## src/opp_pkg.sv

```systemverilog
// Shared types, codes and constants for the OBD-II PID poller.
// Used by opp_reply_decode, opp_core and obd2_pid_poller_unit; no dependencies.
package opp_pkg;

   localparam int ID_W   = 11;
   localparam int DATA_W = 64;
   localparam int TIME_W = 32;
   localparam int RPM_W  = 14;
   localparam int SPD_W  = 8;
   localparam int COOL_W = 9;
   localparam int OIL_W  = 11;

   localparam logic [ID_W-1:0] REQUEST_ID_RESET = 11'h7DF;

   localparam logic [1:0] ACT_SEND    = 2'd0;
   localparam logic [1:0] ACT_REPLY   = 2'd1;
   localparam logic [1:0] ACT_TIMEOUT = 2'd2;

   localparam logic KIND_REQUEST = 1'b0;
   localparam logic KIND_RECORD  = 1'b1;

   localparam logic [7:0] SVC_CURRENT_ACK = 8'h41;
   localparam logic [7:0] SVC_BY_ID_ACK   = 8'h62;
   localparam logic [7:0] PID_RPM         = 8'h0C;
   localparam logic [7:0] PID_SPEED       = 8'h0D;
   localparam logic [7:0] PID_COOLANT     = 8'h05;
   localparam logic [7:0] OIL_ID_HI       = 8'h13;
   localparam logic [7:0] OIL_ID_LO       = 8'h10;

   localparam logic [DATA_W-1:0] REQ_RPM     = 64'hCCCC_CCCC_CC0C_0102;
   localparam logic [DATA_W-1:0] REQ_SPEED   = 64'hCCCC_CCCC_CC0D_0102;
   localparam logic [DATA_W-1:0] REQ_COOLANT = 64'hCCCC_CCCC_CC05_0102;
   localparam logic [DATA_W-1:0] REQ_OIL     = 64'hCCCC_CCCC_1013_2203;

   localparam logic [COOL_W-1:0] COOL_OFFSET = 9'd40;
   localparam logic [OIL_W-1:0]  OIL_OFFSET  = 11'd40;
   // floor(x / 100) == (x * 83887) >> 23 for every 16-bit x
   localparam logic [16:0] DIV100_MUL   = 17'd83887;
   localparam int          DIV100_SHIFT = 23;

   typedef enum logic [2:0] {
      PH_RPM     = 3'd0,
      PH_SPEED   = 3'd1,
      PH_COOLANT = 3'd2,
      PH_OIL     = 3'd3,
      PH_PUBLISH = 3'd4
   } phase_type;

   typedef struct packed {
      logic [1:0]        action;
      logic [DATA_W-1:0] rx_payload;
      logic [TIME_W-1:0] time_now;
   } item_type;

   typedef struct packed {
      logic                     upd_rpm;
      logic                     upd_speed;
      logic                     upd_coolant;
      logic                     upd_oil;
      logic [RPM_W-1:0]         rpm;
      logic [SPD_W-1:0]         speed;
      logic signed [COOL_W-1:0] coolant;
      logic signed [OIL_W-1:0]  oil;
   } decode_type;

   typedef struct packed {
      logic                     result_kind;
      logic [ID_W-1:0]          frame_id;
      logic [DATA_W-1:0]        frame_payload;
      logic [RPM_W-1:0]         engine_rpm;
      logic [SPD_W-1:0]         vehicle_speed;
      logic signed [COOL_W-1:0] coolant_deg;
      logic signed [OIL_W-1:0]  oil_deg;
      logic [TIME_W-1:0]        record_time;
   } result_type;

   function automatic logic [DATA_W-1:0] request_payload(input phase_type ph);
      logic [DATA_W-1:0] p;
      unique case (ph)
         PH_RPM:     p = REQ_RPM;
         PH_SPEED:   p = REQ_SPEED;
         PH_COOLANT: p = REQ_COOLANT;
         PH_OIL:     p = REQ_OIL;
         default:    p = '0;
      endcase
      return p;
   endfunction

endpackage

```

## src/opp_reply_decode.sv

```systemverilog
// Reply frame decoder: matches the reply against the current query phase
// and scales the data bytes. Depends on opp_pkg.
module opp_reply_decode import opp_pkg::*; (
   input  phase_type         phase,
   input  logic [DATA_W-1:0] rx_payload,
   output decode_type        dec
);

   logic [7:0]  b1, b2, b3, b4, b5;
   logic [15:0] oil_raw;
   logic [32:0] oil_prod;
   logic [9:0]  oil_quot;

   assign b1 = rx_payload[15:8];
   assign b2 = rx_payload[23:16];
   assign b3 = rx_payload[31:24];
   assign b4 = rx_payload[39:32];
   assign b5 = rx_payload[47:40];

   assign oil_raw  = {b4, b5};
   assign oil_prod = 33'(oil_raw) * 33'(DIV100_MUL);
   assign oil_quot = oil_prod[DIV100_SHIFT +: 10];

   always_comb begin
      dec.upd_rpm     = 1'b0;
      dec.upd_speed   = 1'b0;
      dec.upd_coolant = 1'b0;
      dec.upd_oil     = 1'b0;
      dec.rpm         = {b3, b4[7:2]};
      dec.speed       = b3;
      dec.coolant     = {1'b0, b3} - COOL_OFFSET;
      dec.oil         = {1'b0, oil_quot} - OIL_OFFSET;
      unique case (phase)
         PH_RPM:     dec.upd_rpm     = (b1 == SVC_CURRENT_ACK) && (b2 == PID_RPM);
         PH_SPEED:   dec.upd_speed   = (b1 == SVC_CURRENT_ACK) && (b2 == PID_SPEED);
         PH_COOLANT: dec.upd_coolant = (b1 == SVC_CURRENT_ACK) && (b2 == PID_COOLANT);
         PH_OIL:     dec.upd_oil     = (b1 == SVC_BY_ID_ACK) && (b2 == OIL_ID_HI)
                                       && (b3 == OIL_ID_LO);
         default: begin
         end
      endcase
   end

endmodule

```

## src/opp_core.sv

```systemverilog
// Poller sequencer: phase and wait state, stored readings and the result
// register. Depends on opp_pkg and opp_reply_decode.
module opp_core import opp_pkg::*; (
   input  logic            clock,
   input  logic            reset,
   input  logic            item_valid,
   input  item_type        item,
   output logic            item_ready,
   input  logic [ID_W-1:0] request_id,
   output logic            rsp_valid,
   input  logic            rsp_ready,
   output result_type      rsp_result
);

   phase_type                phase_ff, phase_in;
   logic                     awaiting_ff, awaiting_in;
   logic [RPM_W-1:0]         rpm_ff, rpm_in;
   logic [SPD_W-1:0]         speed_ff, speed_in;
   logic signed [COOL_W-1:0] coolant_ff, coolant_in;
   logic signed [OIL_W-1:0]  oil_ff, oil_in;
   logic                     rsp_valid_ff, rsp_valid_in;
   result_type               result_ff, result_in;

   decode_type dec;
   phase_type  phase_next;
   logic       advance, take, is_send, is_end, emit;
   result_type built;

   opp_reply_decode u_decode (
      .phase      (phase_ff),
      .rx_payload (item.rx_payload),
      .dec        (dec)
   );

   assign advance    = !rsp_valid_ff || rsp_ready;
   assign take       = item_valid && advance;
   assign is_send    = (item.action == ACT_SEND);
   assign is_end     = (item.action == ACT_REPLY) || (item.action == ACT_TIMEOUT);
   assign item_ready = advance;

   always_comb begin
      unique case (phase_ff)
         PH_RPM:     phase_next = PH_SPEED;
         PH_SPEED:   phase_next = PH_COOLANT;
         PH_COOLANT: phase_next = PH_OIL;
         PH_OIL:     phase_next = PH_PUBLISH;
         default:    phase_next = PH_RPM;
      endcase
   end

   always_comb begin
      phase_in    = phase_ff;
      awaiting_in = awaiting_ff;
      rpm_in      = rpm_ff;
      speed_in    = speed_ff;
      coolant_in  = coolant_ff;
      oil_in      = oil_ff;
      emit        = 1'b0;
      built       = '0;
      if (take && is_send && !awaiting_ff) begin
         emit = 1'b1;
         if (phase_ff == PH_RPM || phase_ff == PH_SPEED || phase_ff == PH_COOLANT
             || phase_ff == PH_OIL) begin
            built.result_kind   = KIND_REQUEST;
            built.frame_id      = request_id;
            built.frame_payload = request_payload(phase_ff);
            awaiting_in         = 1'b1;
         end else begin
            built.result_kind   = KIND_RECORD;
            built.engine_rpm    = rpm_ff;
            built.vehicle_speed = speed_ff;
            built.coolant_deg   = coolant_ff;
            built.oil_deg       = oil_ff;
            built.record_time   = item.time_now;
            phase_in            = PH_RPM;
         end
      end else if (take && is_end && awaiting_ff) begin
         if (item.action == ACT_REPLY) begin
            if (dec.upd_rpm)     rpm_in     = dec.rpm;
            if (dec.upd_speed)   speed_in   = dec.speed;
            if (dec.upd_coolant) coolant_in = dec.coolant;
            if (dec.upd_oil)     oil_in     = dec.oil;
         end
         awaiting_in = 1'b0;
         phase_in    = phase_next;
      end
      rsp_valid_in = advance ? emit : rsp_valid_ff;
      result_in    = emit ? built : result_ff;
   end

   always_ff @(posedge clock) begin
      if (reset) begin
         phase_ff     <= PH_RPM;
         awaiting_ff  <= 1'b0;
         rpm_ff       <= '0;
         speed_ff     <= '0;
         coolant_ff   <= '0;
         oil_ff       <= '0;
         rsp_valid_ff <= 1'b0;
      end else begin
         phase_ff     <= phase_in;
         awaiting_ff  <= awaiting_in;
         rpm_ff       <= rpm_in;
         speed_ff     <= speed_in;
         coolant_ff   <= coolant_in;
         oil_ff       <= oil_in;
         rsp_valid_ff <= rsp_valid_in;
      end
   end

   always_ff @(posedge clock) begin
      result_ff <= result_in;
   end

   assign rsp_valid  = rsp_valid_ff;
   assign rsp_result = result_ff;

   a_wait_in_query: assert property (@(posedge clock) disable iff (reset)
      awaiting_ff |-> (phase_ff != PH_PUBLISH))
      else $error("waiting for a reply in the publish phase");

   a_request_sets_wait: assert property (@(posedge clock) disable iff (reset)
      (take && is_send && !awaiting_ff && phase_ff != PH_PUBLISH) |=> awaiting_ff)
      else $error("request issued without entering the wait");

   a_record_restarts: assert property (@(posedge clock) disable iff (reset)
      (take && is_send && !awaiting_ff && phase_ff == PH_PUBLISH)
      |=> (phase_ff == PH_RPM && rsp_valid_ff && result_ff.result_kind == KIND_RECORD))
      else $error("record not published or phase not restarted");

   a_end_clears_wait: assert property (@(posedge clock) disable iff (reset)
      (take && is_end && awaiting_ff) |=> (!awaiting_ff && phase_ff != PH_RPM))
      else $error("reply or timeout did not end the wait");

endmodule

```

## src/obd2_pid_poller_unit.sv

```systemverilog
// A word on req_ is held in the input register, its result in the output register.
// Throughput: one word per cycle; the input register refills while a result
// waits in the output register, stalls only when both are held.
// Reset: phase returns to rpm query, wait flag and stored readings clear,
// request_id returns to 0x7DF. Top level of the poller; depends on opp_pkg, opp_core.
module obd2_pid_poller_unit import opp_pkg::*; (
   input  logic         clock,
   input  logic         reset,
   input  logic         req_tvalid,
   output logic         req_tready,
   input  logic [95:0]  req_tdata,   // rx_payload[63:0], time_now[95:64]
   input  logic [1:0]   req_tuser,   // action[1:0]
   output logic         rsp_tvalid,
   input  logic         rsp_tready,
   output logic [151:0] rsp_tdata,   // frame_id, frame_payload, engine_rpm,
                                     // vehicle_speed, coolant_deg, oil_deg,
                                     // record_time, zero pad
   output logic [0:0]   rsp_tuser,   // result_kind
   input  logic         csr_tvalid,
   output logic         csr_tready,
   input  logic [15:0]  csr_tdata    // request_id[10:0], unused[15:11]
);

   logic            s1_valid_ff, s1_valid_in;
   item_type        s1_item_ff, s1_item_in;
   logic [ID_W-1:0] request_id_ff, request_id_in;
   logic            core_ready;
   result_type      res;

   assign req_tready = !s1_valid_ff || core_ready;
   assign csr_tready = 1'b1;

   always_comb begin
      s1_valid_in = s1_valid_ff;
      s1_item_in  = s1_item_ff;
      if (req_tready) begin
         s1_valid_in           = req_tvalid;
         s1_item_in.action     = req_tuser;
         s1_item_in.rx_payload = req_tdata[63:0];
         s1_item_in.time_now   = req_tdata[95:64];
      end
      request_id_in = (csr_tvalid && csr_tready) ? csr_tdata[ID_W-1:0] : request_id_ff;
   end

   always_ff @(posedge clock) begin
      if (reset) begin
         s1_valid_ff   <= 1'b0;
         request_id_ff <= REQUEST_ID_RESET;
      end else begin
         s1_valid_ff   <= s1_valid_in;
         request_id_ff <= request_id_in;
      end
   end

   always_ff @(posedge clock) begin
      s1_item_ff <= s1_item_in;
   end

   opp_core u_core (
      .clock      (clock),
      .reset      (reset),
      .item_valid (s1_valid_ff),
      .item       (s1_item_ff),
      .item_ready (core_ready),
      .request_id (request_id_ff),
      .rsp_valid  (rsp_tvalid),
      .rsp_ready  (rsp_tready),
      .rsp_result (res)
   );

   assign rsp_tuser = res.result_kind;
   assign rsp_tdata = {3'b000, res.record_time, res.oil_deg, res.coolant_deg,
                       res.vehicle_speed, res.engine_rpm, res.frame_payload,
                       res.frame_id};

endmodule
```

## config.mk

```make
export PLATFORM = sky130hd
export DESIGN_NAME = obd2_pid_poller_unit
export DESIGN_NICKNAME = d
export VERILOG_FILES = /design/src/opp_pkg.sv /design/src/opp_reply_decode.sv /design/src/opp_core.sv /design/src/obd2_pid_poller_unit.sv
export SDC_FILE = /design/constraint.sdc
export NUM_CORES = 1
export LEC_CHECK = 0
export ABC_AREA = 1
export BUFFER_PORTS_ARGS = -buffer_cell sky130_fd_sc_hd__buf_2
export CAP_MARGIN = 30
export CORE_ASPECT_RATIO = 0.9
export CORE_MARGIN = 1.5
export CORE_UTILIZATION = 40
export DETAILED_ROUTE_END_ITERATION = 8
export GPL_ROUTABILITY_DRIVEN = 0
export PLACE_DENSITY = 0.72
export SLEW_MARGIN = 20
export SYNTH_ARGS = -nofsm -noshare
export SYNTH_HDL_FRONTEND = slang
export SYNTH_HIERARCHICAL = 1
export SYNTH_SLANG_ARGS = --single-unit
```

## constraint.sdc

```tcl
create_clock -name clock -period 5.71 [get_ports clock]
set_input_delay 0 -clock clock [delete_from_list [all_inputs] [get_ports clock]]
set_output_delay 0 -clock clock [all_outputs]
set_load 0.02 [all_outputs]
```

==> impl_metrics.json, run 1 <==
{
  "outcome": "finished clean",
  "hp-start": "req_tdata[9]",
  "syn_area_um2": 14770,
  "setup.worst_path.end_class": "register",
  "yosysWarnings": 6,
  "cts_max_level": 1,
  "vias": 10840,
  "slowest_delay_ns": 0.63,
  "reg2reg_setup_slack_ns": 0.20,
  "p_leak_uw": 0.009079,
  "worst_setup_path_start_kind": "register",
  "grt_pass1_wl_um": 51550,
  "critical_path_class": "register to register",
  "clock_path_buffers": 3,
  "drc": 0,
  "syn_to_final_growth_pct": 24.66,
  "cts_root_buf": "clkbuf_16",
  "period_minus_slack_ns": 5.512,
  "io_pins": 275,
  "multi_input_area_um2": 6940,
  "io_buffers": 208,
  "hold_viol_final": 0,
  "drv_cap": 0,
  "place_hpwl_um": 24730,
  "dieWidth_um": 205.5,
  "timing.critical_path.required_ns": 6.12,
  "slew_violations": 0,
  "max_slew_margin": 0.3678,
  "path_delay_family": "adder cells",
  "clkTransAtPathRegs_ns": 0.06,
  "grt_max_degree": 71,
  "drive_above_1_share": 0.2147,
  "p_int_uw": 5277,
  "drt_iter0_markers": 629,
  "antenna_found_initial": 0,
  "power.switching_uw": 4593,
  "initial_core_util": 0.4073,
  "routedWlPerCell_um": 14.12,
  "die_h_um": 185.3,
  "routed_wl_um": 33630,
  "final_cells": 2382,
  "finalSetupViolations": 0,
  "postSynthAreaPerCell_um2": 9.406,
  "timing.rr.start": "s1_item_ff[77]$_DFFE_PP_",
  "tightest_slew_ns": 0.9482,
  "cts.sinks": 224,
  "cts_tree": "built",
  "core_um2": 36250,
  "dpl.cell_count": 2217,
  "max_freq_ghz": 0.1814,
  "num_rows": 66,
  "ir_drop_mv": 0.7509,
  "power_density_nw_per_um2": 536.2,
  "slowest_stage": "fa_2",
  "syn_inst": 1570,
  "vias_per_cell": 4.549,
  "die-area_um2": 38080,
  "skew_ns": 0.02430,
  "grt_setup_unrepaired": "true",
  "crit_arrival_ns": 5.92,
  "firstDrtPassIters": 8,
  "nets": 2241,
  "pwr-share-seq": 0.183,
  "crit_start": "s1_item_ff[77]$_DFFE_PP_",
  "num-fill-cells": 3211,
  "cp_num_buf_inv": 6,
  "gr-usage-all-layers": 0.1690,
  "gr-total-overflow": 0,
  "pwr-share-comb": 0.669,
  "hold_class": "input port to register",
  "utilization": 0.5078,
  "critPathMaxFanout": 4,
  "fin_crit_sh": 0.9653,
  "ant_nets": 0,
  "numCtsBuffers": 22,
  "p_sw_frac": 0.4653,
  "regArea_um2": 6136,
  "pwr-share-clk": 0.148,
  "clock_latency_ns": 0.53,
  "grt_pass1_vias": 10740
}
[path summary, 6_finish.rpt]
kind	cells after the start	to
setup / recovery	25	u_core/oil_ff[9]$_SDFFE_PP0P_
hold / removal	2	s1_item_ff[41]$_DFFE_PP_
setup reg to reg	25	u_core/oil_ff[9]$_SDFFE_PP0P_
hold reg to reg	2	u_core/oil_ff[9]$_SDFFE_PP0P_
[power groups by stage]
| stage | clock network [uW] | logic [uW] | registers [uW] |
|---|---|---|---|
| detailed placement | 0 | 5130 | 1840 |
| finish | 1470 | 6600 | 1810 |
| floorplan | 0 | 3780 | 1840 |
| global placement | 0 | 5000 | 1840 |
| global route | 1560 | 7300 | 1810 |
| CTS | 1500 | 5230 | 1800 |
[through the flow]
stage | area (um2) | hold WS [ns] | setup TNS (ns) | total power (uW) | worst slack (ns)
global placement | 16060 | 0.1763 | 0 | 6836 | 0.08527
floorplan | 14890 | 0.06907 | 0 | 5618 | 0.2769
finish | 18410 | 0.1912 | 0 | 9870 | 0.1981
global route | 18410 | 0.1830 | -0.2557 | 10670 | -0.08597
CTS | 17950 | 0.1705 | 0 | 8529 | 0.01168
detailed placement | 16080 | 0.1781 | -0.1099 | 6972 | -0.05059
[state kept, by name (all words and copies together), names as in the netlist]
signal / flops
request_id_ff: 11
u_core/rsp_valid: 1
s1_item_ff: 74
u_core/rsp_result: 91
u_core/coolant_ff: 9
u_core/speed_ff: 8
s1_valid_ff: 1
u_core/phase_ff: 3
u_core/oil_ff: 11
u_core/rpm_ff: 14
u_core/awaiting_ff: 1
[cell usage in the layout (no fill, tap or decap), types with 8 or more instances in the layout]
master         instances
conb_1                37
clkbuf_16             24
nand2_1              180
dlygate4sd3_1        111
nand3_1               69
o21ai_0               11
buf_4                 51
nor2_2                12
buf_2                208
inv_1                359
fa_1                  89
fa_2                   8
ha_4                  11
nand2_2               29
nor2_1               213
a21oi_1               23
nor3_1                 8
ha_1                 125
nor4_1                10
inv_2                 14
edfxtp_1             165
a21oi_2                8
dfxtp_1               59
nand3_2                9
[layout make-up]
cell class	count	share of cell area
Multi-Input combinational cell	894	0.3770
Sequential cell	224	0.3333
Timing Repair Buffer	373	0.1404
Inverter	374	0.07626
Clock buffer	31	0.03569
Tap cell	476	0.03235
Clock inverter	9	0.004758
Antenna cell	1	0.0001359
[metal layers]
layer	GRT usage	vias to the layer above	part of all wire
met3	0.02692	68	0.055
met1	0.2198	5102	0.43
li1	-	5354	-
met2	0.2913	311	0.49
met4	0.04555	0	0.025
met5	0	-	0
[timing repair]
item / CTS / global route
gates resized for setup: 0 / 89
hold buffers: 111 / 0
pin swaps: 0 / 44
setup buffers: 1 / 11
hold endpoints to repair: 90 / 0
endpoints found under the setup margin: 1 / 10
Note: power is estimated with default switching activity, not from simulation.
==> run 2: changes to the inputs <==
CORE_UTILIZATION = 35   (was 40)
GPL_ROUTABILITY_DRIVEN = unset   (was 0)
PLACE_DENSITY = 0.65   (was 0.72)
==> run 2 against run 1 <==
  * Cell count is 3.8% higher
  * Sequential cell count stayed put
  * Clock skew is 0.011 ns lower
  * Combinational power is 11% higher
  * Sequential share of layout area is 0.57 points lower
  * Clock-buffer cell count is 7 higher
  * Power is 7.2% higher
  * Core utilization is 5.8 points lower
  * Global-route usage is 1.4 points lower
  * First-iteration DRC count is 13% lower
  * Die area is 14% higher
  * Non-clock buffer count is 18 higher
  * Largest cell class unchanged
  * Highest routed layer unchanged
==> impl_metrics.json, run 2 (synthesized netlist as in run 1, its figures left out) <==
{
  "outcome": "finished clean",
  "tightest_slew_ns": 0.8664,
  "utilization": 0.4495,
  "antenna_found_initial": 0,
  "die_h_um": 197.9,
  "ant_nets": 0,
  "hold_class": "input port to register",
  "routedWlPerCell_um": 13.93,
  "skew_ns": 0.01302,
  "placed_area_um2": 16200,
  "gp_congestion": 0.8873,
  "mostFrequentLayoutCell": "inv_1",
  "p_leak_uw": 0.009160,
  "cts_tree": "built",
  "max_freq_ghz": 0.1798,
  "drt_iter0_markers": 550,
  "grt_pass1_vias": 10790,
  "timing.critical_path.required_ns": 6.13,
  "vias": 10860,
  "critical_path_class": "register to register",
  "fin_crit_sh": 0.9741,
  "pwr-share-comb": 0.695,
  "multi_input_area_um2": 7069,
  "initial_core_util": 0.3544,
  "gr-usage-all-layers": 0.1551,
  "finalSetupViolations": 0,
  "drv_cap": 0,
  "ir_drop_mv": 0.7204,
  "p_total_uw": 10580,
  "largest_reg_flops": 91,
  "pwr-share-clk": 0.135,
  "pwr-share-seq": 0.171,
  "cts.sinks": 224,
  "grt_pass1_wl_um": 53930,
  "setup_tns_ns": 0,
  "slew_violations": 0,
  "cts_max_level": 1,
  "regArea_um2": 6136,
  "worst_setup_path_start_kind": "register",
  "vias_per_cell": 4.391,
  "cts_root_buf": "clkbuf_16",
  "gr-total-overflow": 0,
  "hold_viol_final": 0,
  "max_slew_margin": 0.4224,
  "setup_slack_ns": 0.1477,
  "place_hpwl_um": 25540,
  "setup.worst_path.end_class": "register",
  "final_cell_mix": "357 x inv_1, 208 x nor2_1, 208 x buf_2, 175 x nand2_1, 165 x edfxtp_1",
  "p_sw_frac": 0.4627,
  "diodes": 0,
  "io_pins": 275,
  "grt_max_degree": 79,
  "dp_slack_ns": -0.03226,
  "power_density_nw_per_um2": 564.8,
  "post-route-cell-area_um2": 18730,
  "num-fill-cells": 3961,
  "clock_path_buffers": 3,
  "grt_setup_unrepaired": "true",
  "p_int_uw": 5683,
  "numCtsBuffers": 23,
  "clkTransAtPathRegs_ns": 0.06,
  "period_minus_slack_ns": 5.562,
  "syn_to_final_growth_pct": 26.82,
  "crit_arrival_ns": 5.98,
  "core_um2": 41660,
  "io_buffers": 208,
  "critPathMaxFanout": 4,
  "firstDrtPassIters": 5,
  "nets": 2260,
  "drive_above_1_share": 0.2327,
  "routed_wl_um": 34430,
  "power.switching_uw": 4894,
  "drc": 0,
  "dieWidth_um": 219.5,
  "die-area_um2": 43430,
  "num_rows": 71,
  "clock_latency_ns": 0.52
}
## run 2: cell count changes in the layout (fill, tap and decap cells not counted), moves of 3 or more
cell      change
nor2_1        -5
nor2_2        +5
nand2_1       -5
buf_4        +15
ha_4          +3
clkinv_2      -3
ha_1          -3
a21oi_1       -3
clkbuf_1      +6
nand2_4       +4
buf_6         +3
## run 2: path summary, 6_finish.rpt
path                                  startpoint                        endpoint  slack (ns)  cells after the start
setup / recovery        s1_item_ff[66]$_DFFE_PP_   u_core/oil_ff[7]$_SDFFE_PP0P_        0.15                     24
setup reg to reg        s1_item_ff[66]$_DFFE_PP_   u_core/oil_ff[7]$_SDFFE_PP0P_        0.15                     24
hold / removal                     req_tdata[91]        s1_item_ff[27]$_DFFE_PP_        0.19                      2
hold reg to reg   u_core/rpm_ff[11]$_SDFFE_PP0P_  u_core/rpm_ff[11]$_SDFFE_PP0P_        0.48                      2
## run 2: final cells by class
type | instances | area share
multi-input cells | 894 | 0.3775
flip-flops and latches | 224 | 0.3277
repair buffers | 391 | 0.1452
inverters | 374 | 0.07497
well taps | 547 | 0.03655
clock buffers | 38 | 0.03641
clock inverters | 4 | 0.001737
## run 2: per-layer routing
layer | part of all wire | global-route usage | vias up
met3 | 0.054 | 0.03410 | 56
met1 | 0.45 | 0.2082 | 5168
met4 | 0.022 | 0.03602 | 0
li1 | - | - | 5392
met5 | 0 | 0 | -
met2 | 0.47 | 0.2544 | 239
## run 2: through the flow
step / hold WS, ns / std cells
floorplan: 0.06907 / 1604
global placement: 0.1771 / 2292
detailed placement: 0.1781 / 2293
CTS: 0.1655 / 2448
global route: 0.1775 / 2472
finish: 0.1868 / 2472
## run 2: repair_timing
action,in CTS,in global routing
pin swaps,0,76
resized for setup,2,119
hold buffers,111,0
cloned,0,0
endpoints found under the hold margin,90,0
buffers inserted,2,23
endpoints found under the setup margin,4,10
## run 2: power by group through the flow
stage | sequential, uW | combinational, uW | clock, uW
6_report | 1800 | 7350 | 1420
4_1_cts | 1810 | 5280 | 1460
2_1_floorplan | 1840 | 3780 | 0
5_1_grt | 1810 | 8110 | 1520
3_5_place_dp | 1840 | 5150 | 0
3_3_place_gp | 1840 | 5110 | 0
## run 2: worst max-delay path, cell delays in order (launching register included)
cell,delay (ns)
edfxtp_1,0.51
fa_2,0.55
fa_1,0.53
inv_1,0.05
fa_1,0.48
inv_1,0.05
fa_1,0.48
fa_1,0.52
fa_1,0.56
ha_4,0.34
nand2_4,0.08
buf_4,0.13
buf_4,0.12
nor3_1,0.20
a21oi_2,0.11
nand3_2,0.12
nand3_4,0.10
nand2_4,0.10
nand3_2,0.09
nand2_1,0.07
nand2_1,0.04
inv_1,0.04
nand3_1,0.06
nand2_1,0.10
nor2_1,0.04
